<file path="src/assert_macros.svh">
`ifndef ASSERT_MACROS_SVH
`define ASSERT_MACROS_SVH

// same-cycle implication
`define ASSERT_SAME(label, clk, rst, ante, cons) \
   label: assert property (@(posedge clk) disable iff (rst) (ante) |-> (cons)) \
      else $error("assertion failed");

// next-cycle implication
`define ASSERT_NEXT(label, clk, rst, ante, cons) \
   label: assert property (@(posedge clk) disable iff (rst) (ante) |=> (cons)) \
      else $error("assertion failed");

`endif

</file>
<file path="src/dbp_pkg.sv">
`timescale 1ns / 1ps
`default_nettype none

package dbp_pkg;

   localparam int PIX_W = 12;

   localparam logic [23:0] RST_INV_FOCAL_X = 24'd29065;
   localparam logic [23:0] RST_INV_FOCAL_Y = 24'd28903;
   localparam logic [15:0] RST_CENTER_X    = 16'd4840;
   localparam logic [15:0] RST_CENTER_Y    = 16'd3179;
   localparam logic [31:0] RST_MIN_DEPTH   = 32'd32768;
   localparam logic [15:0] RST_DEPTH_SCALE = 16'd6554;
   localparam logic [12:0] RST_IMAGE_WIDTH = 13'd640;

   // z used for x and y when the depth is invalid, 1.0 in q16.16
   localparam logic [31:0] UNIT_Z = 32'd65536;

   typedef enum logic [1:0] {
      COLOR_BGR  = 2'd0,
      COLOR_RGB  = 2'd1,
      COLOR_GRAY = 2'd2,
      COLOR_RSVD = 2'd3
   } color_mode_type;

   localparam color_mode_type RST_COLOR_MODE = COLOR_BGR;

   typedef enum logic [2:0] {
      CSR_INV_FOCAL_X = 3'd0,
      CSR_INV_FOCAL_Y = 3'd1,
      CSR_CENTER_X    = 3'd2,
      CSR_CENTER_Y    = 3'd3,
      CSR_MIN_DEPTH   = 3'd4,
      CSR_DEPTH_SCALE = 3'd5,
      CSR_IMAGE_WIDTH = 3'd6,
      CSR_COLOR_MODE  = 3'd7
   } csr_index_type;

   typedef enum logic [2:0] {
      ST_IDLE,
      ST_ZMUL,
      ST_ZCMP,
      ST_OFFSET,
      ST_MUL,
      ST_PROD,
      ST_SAT,
      ST_LOAD
   } state_type;

   typedef enum logic [3:0] {
      OP_NONE,
      OP_CAPTURE,
      OP_ZMUL,
      OP_ZCMP,
      OP_OFFSET,
      OP_MUL,
      OP_PROD,
      OP_SAT,
      OP_LOAD
   } op_type;

   typedef struct packed {
      op_type op;
      logic   axis_y;
   } cmd_type;

   typedef struct packed {
      logic out_free;
   } status_type;

endpackage

`default_nettype wire

</file>
<file path="src/dbp_ctrl.sv">
`timescale 1ns / 1ps
`default_nettype none

module dbp_ctrl (
   input  wire                  clock,
   input  wire                  reset,
   input  wire                  req_tvalid,
   output logic                 req_tready,
   input  dbp_pkg::status_type  status,
   output dbp_pkg::cmd_type     cmd
);

   dbp_pkg::state_type state_ff, state_in;
   logic               axis_ff, axis_in;

   always_ff @(posedge clock) begin
      if (reset) begin
         state_ff <= dbp_pkg::ST_IDLE;
         axis_ff  <= 1'b0;
      end else begin
         state_ff <= state_in;
         axis_ff  <= axis_in;
      end
   end

   always_comb begin
      state_in   = state_ff;
      axis_in    = axis_ff;
      req_tready = 1'b0;
      cmd.op     = dbp_pkg::OP_NONE;
      cmd.axis_y = axis_ff;
      unique case (state_ff)
         dbp_pkg::ST_IDLE: begin
            req_tready = 1'b1;
            axis_in    = 1'b0;
            if (req_tvalid) begin
               cmd.op   = dbp_pkg::OP_CAPTURE;
               state_in = dbp_pkg::ST_ZMUL;
            end
         end
         dbp_pkg::ST_ZMUL: begin
            cmd.op   = dbp_pkg::OP_ZMUL;
            state_in = dbp_pkg::ST_ZCMP;
         end
         dbp_pkg::ST_ZCMP: begin
            cmd.op   = dbp_pkg::OP_ZCMP;
            state_in = dbp_pkg::ST_OFFSET;
         end
         dbp_pkg::ST_OFFSET: begin
            cmd.op   = dbp_pkg::OP_OFFSET;
            state_in = dbp_pkg::ST_MUL;
         end
         dbp_pkg::ST_MUL: begin
            cmd.op   = dbp_pkg::OP_MUL;
            state_in = dbp_pkg::ST_PROD;
         end
         dbp_pkg::ST_PROD: begin
            cmd.op   = dbp_pkg::OP_PROD;
            state_in = dbp_pkg::ST_SAT;
         end
         dbp_pkg::ST_SAT: begin
            cmd.op = dbp_pkg::OP_SAT;
            if (axis_ff) begin
               state_in = dbp_pkg::ST_LOAD;
            end else begin
               axis_in  = 1'b1;
               state_in = dbp_pkg::ST_OFFSET;
            end
         end
         dbp_pkg::ST_LOAD: begin
            if (status.out_free) begin
               cmd.op   = dbp_pkg::OP_LOAD;
               state_in = dbp_pkg::ST_IDLE;
            end
         end
         default: begin
            state_in = dbp_pkg::ST_IDLE;
         end
      endcase
   end

endmodule

`default_nettype wire

</file>
<file path="config.mk">
export PLATFORM = sky130hd
export DESIGN_NAME = dbp_ctrl
export DESIGN_NICKNAME = d
export VERILOG_FILES = /design/src/assert_macros.svh /design/src/dbp_pkg.sv /design/src/dbp_ctrl.sv
export SDC_FILE = /design/constraint.sdc
export NUM_CORES = 1
export LEC_CHECK = 0
export ABC_AREA = 1
export BUFFER_PORTS_ARGS = -buffer_cell sky130_fd_sc_hd__buf_4
export CAP_MARGIN = 20
export CORE_AREA = 2 2 39 41
export DETAILED_ROUTE_END_ITERATION = 10
export DIE_AREA = 0 0 41 43
export GPL_TIMING_DRIVEN = 0
export HOLD_SLACK_MARGIN = 0.15
export PLACE_DENSITY = 0.38
export SYNTH_ARGS = -nofsm -noshare
export SYNTH_HDL_FRONTEND = slang
export SYNTH_SLANG_ARGS = --single-unit
</file>
<file path="constraint.sdc">
create_clock -name clock -period 1 [get_ports clock]
set_input_delay 0.15 -clock clock [delete_from_list [all_inputs] [get_ports clock]]
set_output_delay 0.15 -clock clock [all_outputs]
set_load 0.005 [all_outputs]
</file>
[Word-level counts from Yosys, hierarchy flattened]
Index checks and enable logic that the tools add are counted.
Storage, ports and cells
  input bits: 4
  flip-flop bits (word level): 4
Cells by class
  equal/unequal tests: 9
  muxes and demuxes: 9
  reductions and logical operators: 3
Operators by type and width (number)
  one-hot mux 4 bit (8 select lines): 1
  one-hot mux 3 bit (8 select lines): 1
  equality test 3 bit (second input constant): 4
  two-way mux 3 bit: 3
  equality test 3 x 2 -> 1 bit (second input constant): 2
  two-way mux 4 bit: 1
  inequality test 2 bit (second input constant): 2
  equality test 3 x 1 -> 1 bit (second input constant): 1
  zero test 3 bit: 1
  two-way mux 1 bit: 2
  one-hot mux 1 bit (2 select lines): 1
  AND reduction 2 bit: 1
  nonzero test 2 bit: 1

[Logic depth before layout (Yosys ltp)]
Gate-level depths: netlist of run 1.
  depth in word-level cells: 3
  mapped depth: 6
  gate-level depth less buffers: 6

[Worst setup path after synthesis of run 1]
No wires, ideal clock.
  path type: register -> output
  from: reg state_ff[1]
  to: out cmd[2] in the netlist's numbering
  cell stages (with the launch flop): 5
  data required time: 0.850 ns
  setup slack: 0.080 ns
  arrival time: 0.770 ns
  cells stage by stage: dfxtp_1 -> nor2_1 -> nor2_1 -> inv_1 -> buf_4
RTL lines
  start: declaration: RTL line dbp_ctrl.sv:13  | dbp_pkg::state_type state_ff, state_in;
  start signal: assignment: RTL line dbp_ctrl.sv:18  | state_ff <= dbp_pkg::ST_IDLE;
  start signal: assignment: RTL line dbp_ctrl.sv:21  | state_ff <= state_in;
  end: declaration: RTL line dbp_ctrl.sv:10  | output dbp_pkg::cmd_type cmd

==> results by group, run 1 <==
GRT
  – Vias in the first global route: ~260
  – Largest net degree at the start of global routing: 7
  – First-pass GRT wire length: about 1000 um
  – Antenna violations before repair: 0
  – Global Route Usage Sum: 0.0903
  – Gr ovfl total: 0

Synthesis
  – Sequential element share of the synthesized area: 0.340
  – Synthesized area per cell: around 6.2 um^2
  – Cell count after synthesis: 38
  – Mapped Area: between 200 and 250 um^2
  – FF+latch count, synth: 4
  – Yosys warns: 0
  – Distinct cells, synth: 13
  – Syn nets: 42

Finish
  – Multi-input logic area: about 140 um^2
  – Layout cells sized above 1: 0.625
  – Cell area after layout: about 450 um^2
  – Finished Layout Cells: slightly above 70
  – Final net count: 62
  – Finished Core Util: 0.328
  – Layout fillers: 152
  – Register area: ~91 um^2
  – Area Overhead vs Synth: 93.1%
  – Ant. Diodes: 0

Run status
  – Outcome: finished, violations left
  – Failing checks: negative setup slack

Power
  – Leak: 0.246 nW
  – Max VDD drop: between 0.3 and 0.4 mV
  – Power per cell area: approximately 1200 mW/mm^2

Critical path
  – WP buf/inv: 2
  – Crit-path cells: inv_1 -> nand2_1 -> nand2_2 -> nand2_1 -> buf_4
  – CP Data Arrival Time: 1.05 ns
  – Critical-path top delay cell: dfxtp_4
  – Most frequent CP cell: nand2_1
  – WP data required: between 0.8 and 0.9 ns
  – Slowest stage delay, CP: about 0.37 ns
  – CP top delay family: flip-flops
  – Worst-path maximum fanout: 6
  – Worst setup path class: reg2out
  – Crit start category: flop
  – Type of destination of the critical path: output port

Detailed routing
  – Routed WL per cell: approximately 9.1 um
  – Wire length on met3: ~48 um
  – Final ANT Viol Nets: 0
  – Pre-antenna DRT Iters: 1
  – DR vias: between 200 and 300
  – DRT Wirelength: about 660 um
  – DRT iter0 DRCs: 0
  – Metal-1 WL: approximately 250 um
  – Highest Signal Layer: met3
  – Metal2 WL: roughly 360 um
  – DRC Markers: 0
  – Via/cell ratio: 3.90

Floorplanning
  – Top Ports: 10
  – Core Area: approximately 0.0014 mm^2
  – Die area: between 0.0015 and 0.002 mm^2
  – Die X: between 40 and 50 um
  – Die height: between 40 and 50 um
  – Initial Utilization: 0.170
  – Row cnt: 14

Clock network
  – Clock sinks: 4
  – CTS Buf Count: 3
  – Clock transition at path regs: 0.04 ns
  – Root Driver: clkbuf_4
  – TritonCTS clock tree: yes
  – Clock Latency Late Sink: 0.24 ns
  – Clk buf depth: 2
  – H-tree Lvls: 1

Timing
  – Crit path time final: ~1.2 ns
  – Endpoints failing setup: 6
  – Final setup margin: -0.198 ns
  – Final Max Slew Viols: 0
  – Slew headroom: 0.898
  – Final period utilization: 1.20
  – Max Clk Rate: 835 MHz
  – RSZ-0062 raised after global routing: yes
  – Worst-case clock skew: ~0.004 ns
  – Worst-Margin Slew: between 0.15 and 0.2 ns
  – Post-route setup TNS: -0.771 ns
  – Hold Vio Cnt, Final: 0

Job
  – # Max-Cap Violations: 0

Placed design
  – Inst Count DP: 63
  – Routability Congestion: ~0.63
  – Hpwl dp: 398 um
  – Input/output buffers: 9
  – Placed cell area: 323 um^2

Hold path
  – Hold Path Class: in2reg
==> registers in the layout, summed over array words and instances (netlist names) <==
| register | flops |
|---|---|
| axis_ff | 1 |
| state_ff | 3 |
==> through the flow <==
| step | worst slack (ns) | power (W) | hold slack (ns) |
|---|---|---|---|
| finish | -0.198 | 0.000554 | 0.270 |
| global route | -0.238 | 0.000595 | 0.291 |
| CTS | -0.176 | 0.000549 | 0.243 |
| detailed placement | -0.114 | 0.000296 | 0.339 |
| global placement | -0.113 | 0.000298 | 0.343 |
| floorplan | 0.0800 | 0.000243 | 0.212 |
==> cell type report <==
cell class	count	area share
multi-input combinational	22	0.303
timing repair buffer	16	0.303
sequential	4	0.201
inverter	10	0.0826
clock buffer	3	0.0496
tap	16	0.0441
buffer	1	0.0165
==> cell families (layout without fill, tap and decap cells) <==
group	after synthesis	count (layout)	share of synthesized area
buffers and inverters	12	30	0.223
and+or+nand+nor	19	19	0.356
AOI/OAI and AO/OA	3	3	0.0798
DFF	4	4	0.340
==> worst paths after layout <==
path	from	to	slack [ns]	depth (start not counted)
setup / recovery	state_ff[2]	cmd[3]	-0.20	5
hold / removal	status	state_ff[0]	0.27	4
setup reg to reg	state_ff[2]	state_ff[2]	-0.07	8
hold reg to reg	axis_ff	axis_ff	0.48	2
==> metal layers <==
metal,up-vias,track usage
met4,0,0.100
li1,148,-
met1,127,0.0929
met2,6,0.125
met5,-,0
met3,0,0.0314
==> worst register-to-register path, stage by stage (launching register included) <==
cell and delay, ns:
dfxtp_4 0.37, inv_1 0.09, nand2_1 0.08, nand2_2 0.09
buf_6 0.09, buf_6 0.08, nand3_2 0.06, nand2_1 0.07
inv_1 0.03
==> report_power, final <==
group | switching (W) | internal [W]
combinational | 0.0000672 | 0.0000951
clock | 0.0000669 | 0.000134
sequential | 0.0000210 | 0.000169
==> cell usage in the layout, fill, tap and decap left out, drive strengths merged <==
cell type    Yosys  layout
a21oi            3       3
buf              2      16
clkbuf           0       3
dfxtp            4       4
dlygate4sd3      0       1
inv             10      10
nand2           11      11
nand3            1       1
nand4            2       2
nor2             4       4
nor3             1       1
==> what timing repair did <==
action,CTS,global route
resized for setup,14,7
hold buffers,1,0
setup endpoints to repair,5,6
setup buffers,5,2
pin swaps,5,1
endpoints found under the hold margin,3,0
==> cells in the mapped netlist, drive strengths merged <==
cell / n / area share
a21oi: 3 / 0.080
buf: 2 / 0.064
dfxtp: 4 / 0.34
inv: 10 / 0.16
nand2: 11 / 0.19
nand3: 1 / 0.021
nand4: 2 / 0.053
nor2: 4 / 0.074
nor3: 1 / 0.021
Note: power is estimated with default switching activity, not from simulation.
==> run 2: changes to the inputs <==
Settings changed: ABC_AREA 1 to default, CAP_MARGIN 20 to default, PLACE_DENSITY 0.38 to 0.41.
==> run 2 against run 1 <==
The flow still finishes with violations (negative setup slack). Register-to-register slack worse by 0.02 ns. Utilization up 3.1 points. Wire length grew 18%. Synthesized area increased by 19%. Clock skew decreased by 0.0024 ns. Cell count decreased by 6.9%. Cell area up 9.4%. Critical path type unchanged. Largest power group is now combinational cells. Highest routed layer is now met4.
==> results by group, run 2 <==
Detailed routing
  – DRT iter0 DRCs: 5 (was 0)
  – Final ANT Viol Nets: 0 (unchanged)
  – Via/cell ratio: 4.40 (was 3.90)
  – Pre-antenna DRT Iters: 4 (was 1)
  – DRT Wirelength: 775 um (was 656 um)
  – DR vias: 295 (was 281)
  – Routed WL per cell: 11.6 um (was 9.11 um)
  – DRC Markers: 0 (unchanged)

Critical path
  – Crit start category: flop (unchanged)
  – Worst setup path class: reg2out (unchanged)
  – Worst-path maximum fanout: 5 (was 6)
  – Type of destination of the critical path: output port (unchanged)
  – Reg2Reg Depth: 6 (was 8)
  – FF-to-FF Start: state_ff[0] (was state_ff[2])
  – Worst R2R Setup Slack: -0.09 ns (was -0.07 ns)
  – RR Endpoint: axis_ff (was state_ff[2])
  – WP data required: 0.85 ns (about the same)
  – CP Data Arrival Time: 1.01 ns (was 1.05 ns)

Finish
  – Ant. Diodes: 0 (unchanged)
  – Layout cells sized above 1: 0.706 (was 0.625)
  – Multi-input logic area: 194 um^2 (was 138 um^2)
  – Layout fillers: 142 (was 152)
  – Max reg flops: 3 (unchanged)
  – Most common cell after layout, fill and taps aside: buf_4 (unchanged)
  – Biggest regs: state_ff (3), axis_ff (1) (unchanged)
  – Area Overhead vs Synth: 77.2% (was 93.1%)
  – Register area: 87.6 um^2 (was 91.3 um^2)
  – Commonest non-fill, non-tap cells in the layout: buf_4 (13), buf_6 (5), dfxtp_2 (3), clkbuf_4 (3) (was buf_4 (12), inv_1 (8), nand2_1 (6))
  – Most flops, register: state_ff (unchanged)
  – Final net count: 57 (was 62)
  – Finished Layout Cells: 67 (was 72)
  – Cell area after layout: 497 um^2 (was 454 um^2)

Floorplanning
  – Row cnt: 14 (unchanged)
  – Die height: 43 um (unchanged)
  – Initial Utilization: 0.203 (was 0.170)
  – Core Area: 0.00138 mm^2 (unchanged)
  – Die area: 0.00176 mm^2 (unchanged)
  – Die X: 41 um (unchanged)
  – Top Ports: 10 (unchanged)

Placed design
  – Hpwl dp: 467 um (was 398 um)
  – Input/output buffers: 9 (unchanged)
  – Placed cell area: 368 um^2 (was 323 um^2)
  – Routability Congestion: 0.732 (was 0.629)
  – Inst Count DP: 58 (was 63)
  – Pre-CTS setup slack: -0.0596 ns (was -0.114 ns)

Power
  – Gate power share: 0.365 (was 0.293)
  – Net Sw Frac: 0.285 (was 0.280)
  – Int Power: 0.000453 W (was 0.000399 W)
  – Power per cell area: 1270 mW/mm^2 (was 1220 mW/mm^2)
  – Leak: 0.232 nW (was 0.246 nW)
  – Reg power frac: 0.311 (was 0.344)
  – Clk pwr share: 0.324 (was 0.363)
  – Max VDD drop: 0.440 mV (was 0.334 mV)
  – P_sw: 0.000180 W (was 0.000155 W)

Synthesis
  – Yosys warns: 0 (unchanged)
  – Mapped Area: 280 um^2 (was 235 um^2)
  – Mux share of post-synthesis cell area: 0 (unchanged)
  – Yosys top cell area share: 0.286 (was 0.340)
  – Cell count after synthesis: 33 (was 38)
  – Adder-Cell Fraction of Synth Area: 0 (unchanged)
  – Top cells by area in the synthesized netlist: dfxtp_1 (29%), buf_4 (8.0%), buf_6 (8.0%) (was dfxtp_1 (34%), nand2_1 (16%), inv_1 (14%))
  – FF+latch count, synth: 4 (unchanged)
  – Main combinational cell family by area after synthesis: simple AND/OR/NAND/NOR gates (unchanged)
  – Distinct cells, synth: 20 (was 13)
  – Syn nets: 37 (was 42)
  – Primary FF master, synth: dfxtp_1 (unchanged)
  – Sequential element share of the synthesized area: 0.286 (was 0.340)
  – Compound-Gate Fraction of Synth Area: 0.192 (was 0.0798)
  – Post-synth EDFFs: 0 (unchanged)
  – Area leader, netlist: dfxtp_1 (unchanged)
  – Commonest cells in the netlist: dfxtp_1 (4), o21ai_0 (4), buf_4 (3) (was nand2_1 (10), inv_1 (9), dfxtp_1 (4), nor2_1 (3))
  – Synthesized area per cell: 8.49 um^2 (was 6.19 um^2)
  – Post-synth ARST share: 0 (unchanged)
  – Simple-gate share of the synthesized area: 0.286 (was 0.356)
  – Xor and xnor area share after synthesis: 0.0625 (was 0)

Timing
  – Slew headroom: 0.894 (was 0.898)
  – Final setup margin: -0.160 ns (was -0.198 ns)
  – Max Clk Rate: 862 MHz (was 835 MHz)
  – RSZ-0062 raised after global routing: yes (unchanged)
  – Final period utilization: 1.16 (was 1.20)
  – Final Max Slew Viols: 0 (unchanged)
  – Worst-case clock skew: 0.00156 ns (was 0.00397 ns)
  – Worst-Margin Slew: 0.158 ns (was 0.153 ns)
  – Crit path time final: 1.16 ns (was 1.20 ns)
  – Endpoints failing setup: 9 (was 6)
  – Post-route setup TNS: -1.02 ns (was -0.771 ns)
  – Hold Vio Cnt, Final: 0 (unchanged)

Run status
  – Failing checks: negative setup slack (unchanged)
  – Outcome: finished, violations left (unchanged)

GRT
  – First-pass GRT wire length: 1310 um (was 1000 um)
  – Vias in the first global route: 300 (was 257)
  – GRT Max-Usage Layer: met2 (unchanged)
  – GR Util met3: 0.0314 (unchanged)
  – Met2 Resource Use GR: 0.175 (was 0.125)
  – Gr ovfl total: 0 (unchanged)
  – Met1 Use GR: 0.117 (was 0.0929)
  – Largest net degree at the start of global routing: 10 (was 7)
  – Antenna violations before repair: 0 (unchanged)
  – Global Route Usage Sum: 0.117 (was 0.0903)

Clock network
  – Clock transition at path regs: 0.04 ns (about the same)
  – TritonCTS clock tree: yes (unchanged)
  – Clk buf depth: 2 (unchanged)
  – CTS Buf Count: 3 (unchanged)
  – Clock Latency Late Sink: 0.24 ns (about the same)
  – Root Driver: clkbuf_4 (unchanged)
  – Clock sinks: 4 (unchanged)
  – H-tree Lvls: 1 (unchanged)

Hold path
  – HP Start: status (unchanged)
  – Worst Hold End: state_ff[1] (was state_ff[0])
  – Hold-critical path depth: 3 (was 4)
  – Hold Path Class: in2reg (unchanged)

Job
  – # Max-Cap Violations: 0 (unchanged)
## run 2: how the worst max path moves through the flow
stage / from / endpoint / slack, ns / cells after the start
global placement: state_ff[0] / cmd[2] / -0.02 / 4
floorplan: state_ff[2] / state_ff[0] / 0.06 / 3
global route: state_ff[0] / cmd[3] / -0.21 / 4
CTS: state_ff[1] / cmd[1] / -0.20 / 4
detailed placement: state_ff[0] / cmd[3] / -0.06 / 4
finish: state_ff[0] / cmd[3] / -0.16 / 4
## run 2: timing repair
item | CTS | global route
pin swaps | 4 | 5
cloned | 0 | 1
hold endpoints to repair | 2 | 0
setup buffers | 5 | 2
resized for setup | 19 | 8
hold buffers | 1 | 0
setup endpoints to repair | 6 | 9
## run 2: cells by family after synthesis
group,count (synthesis)
buf+inv,6
compound gates,9
simple gates,12
flops,4
xor+xnor,2
## run 2: through the flow
stage / total power, W / utilization / hold slack, ns
after floorplan: 0.000290 / - / 0.219
after global placement: 0.000355 / 0.266 / 0.342
after detailed placement: 0.000359 / 0.266 / 0.347
after CTS: 0.000641 / 0.352 / 0.246
after global routing: 0.000673 / 0.359 / 0.272
final: 0.000633 / 0.359 / 0.245
## run 2: final cells by class
| cell class | count | area share |
|---|---|---|
| inverters | 1 | 0.00756 |
| repair buffers | 17 | 0.280 |
| plain buffers | 3 | 0.0605 |
| flip-flops and latches | 4 | 0.176 |
| multi-input cells | 23 | 0.390 |
| clock buffers | 3 | 0.0453 |
| well taps | 16 | 0.0403 |
## run 2: critical path: stages, from the launching register on
cell,delay [ns]
dfxtp_2,0.33
buf_6,0.12
nand2_4,0.06
xnor2_2,0.13
buf_4,0.13
## run 2: power groups by stage
stage	Clock, W	Sequential (W)	Combinational [W]
floorplan	0	0.000180	0.000110
global placement	0	0.000181	0.000174
detailed placement	0	0.000181	0.000178
CTS	0.000209	0.000181	0.000251
global route	0.000224	0.000200	0.000249
finish	0.000205	0.000197	0.000231
## run 2: routing by layer
metal / wire length (um) / up-vias
met3: 44 / 2
met5: 0 / -
met1: 294 / 137
met2: 419 / 12
met4: 17 / 0
li1: - / 144
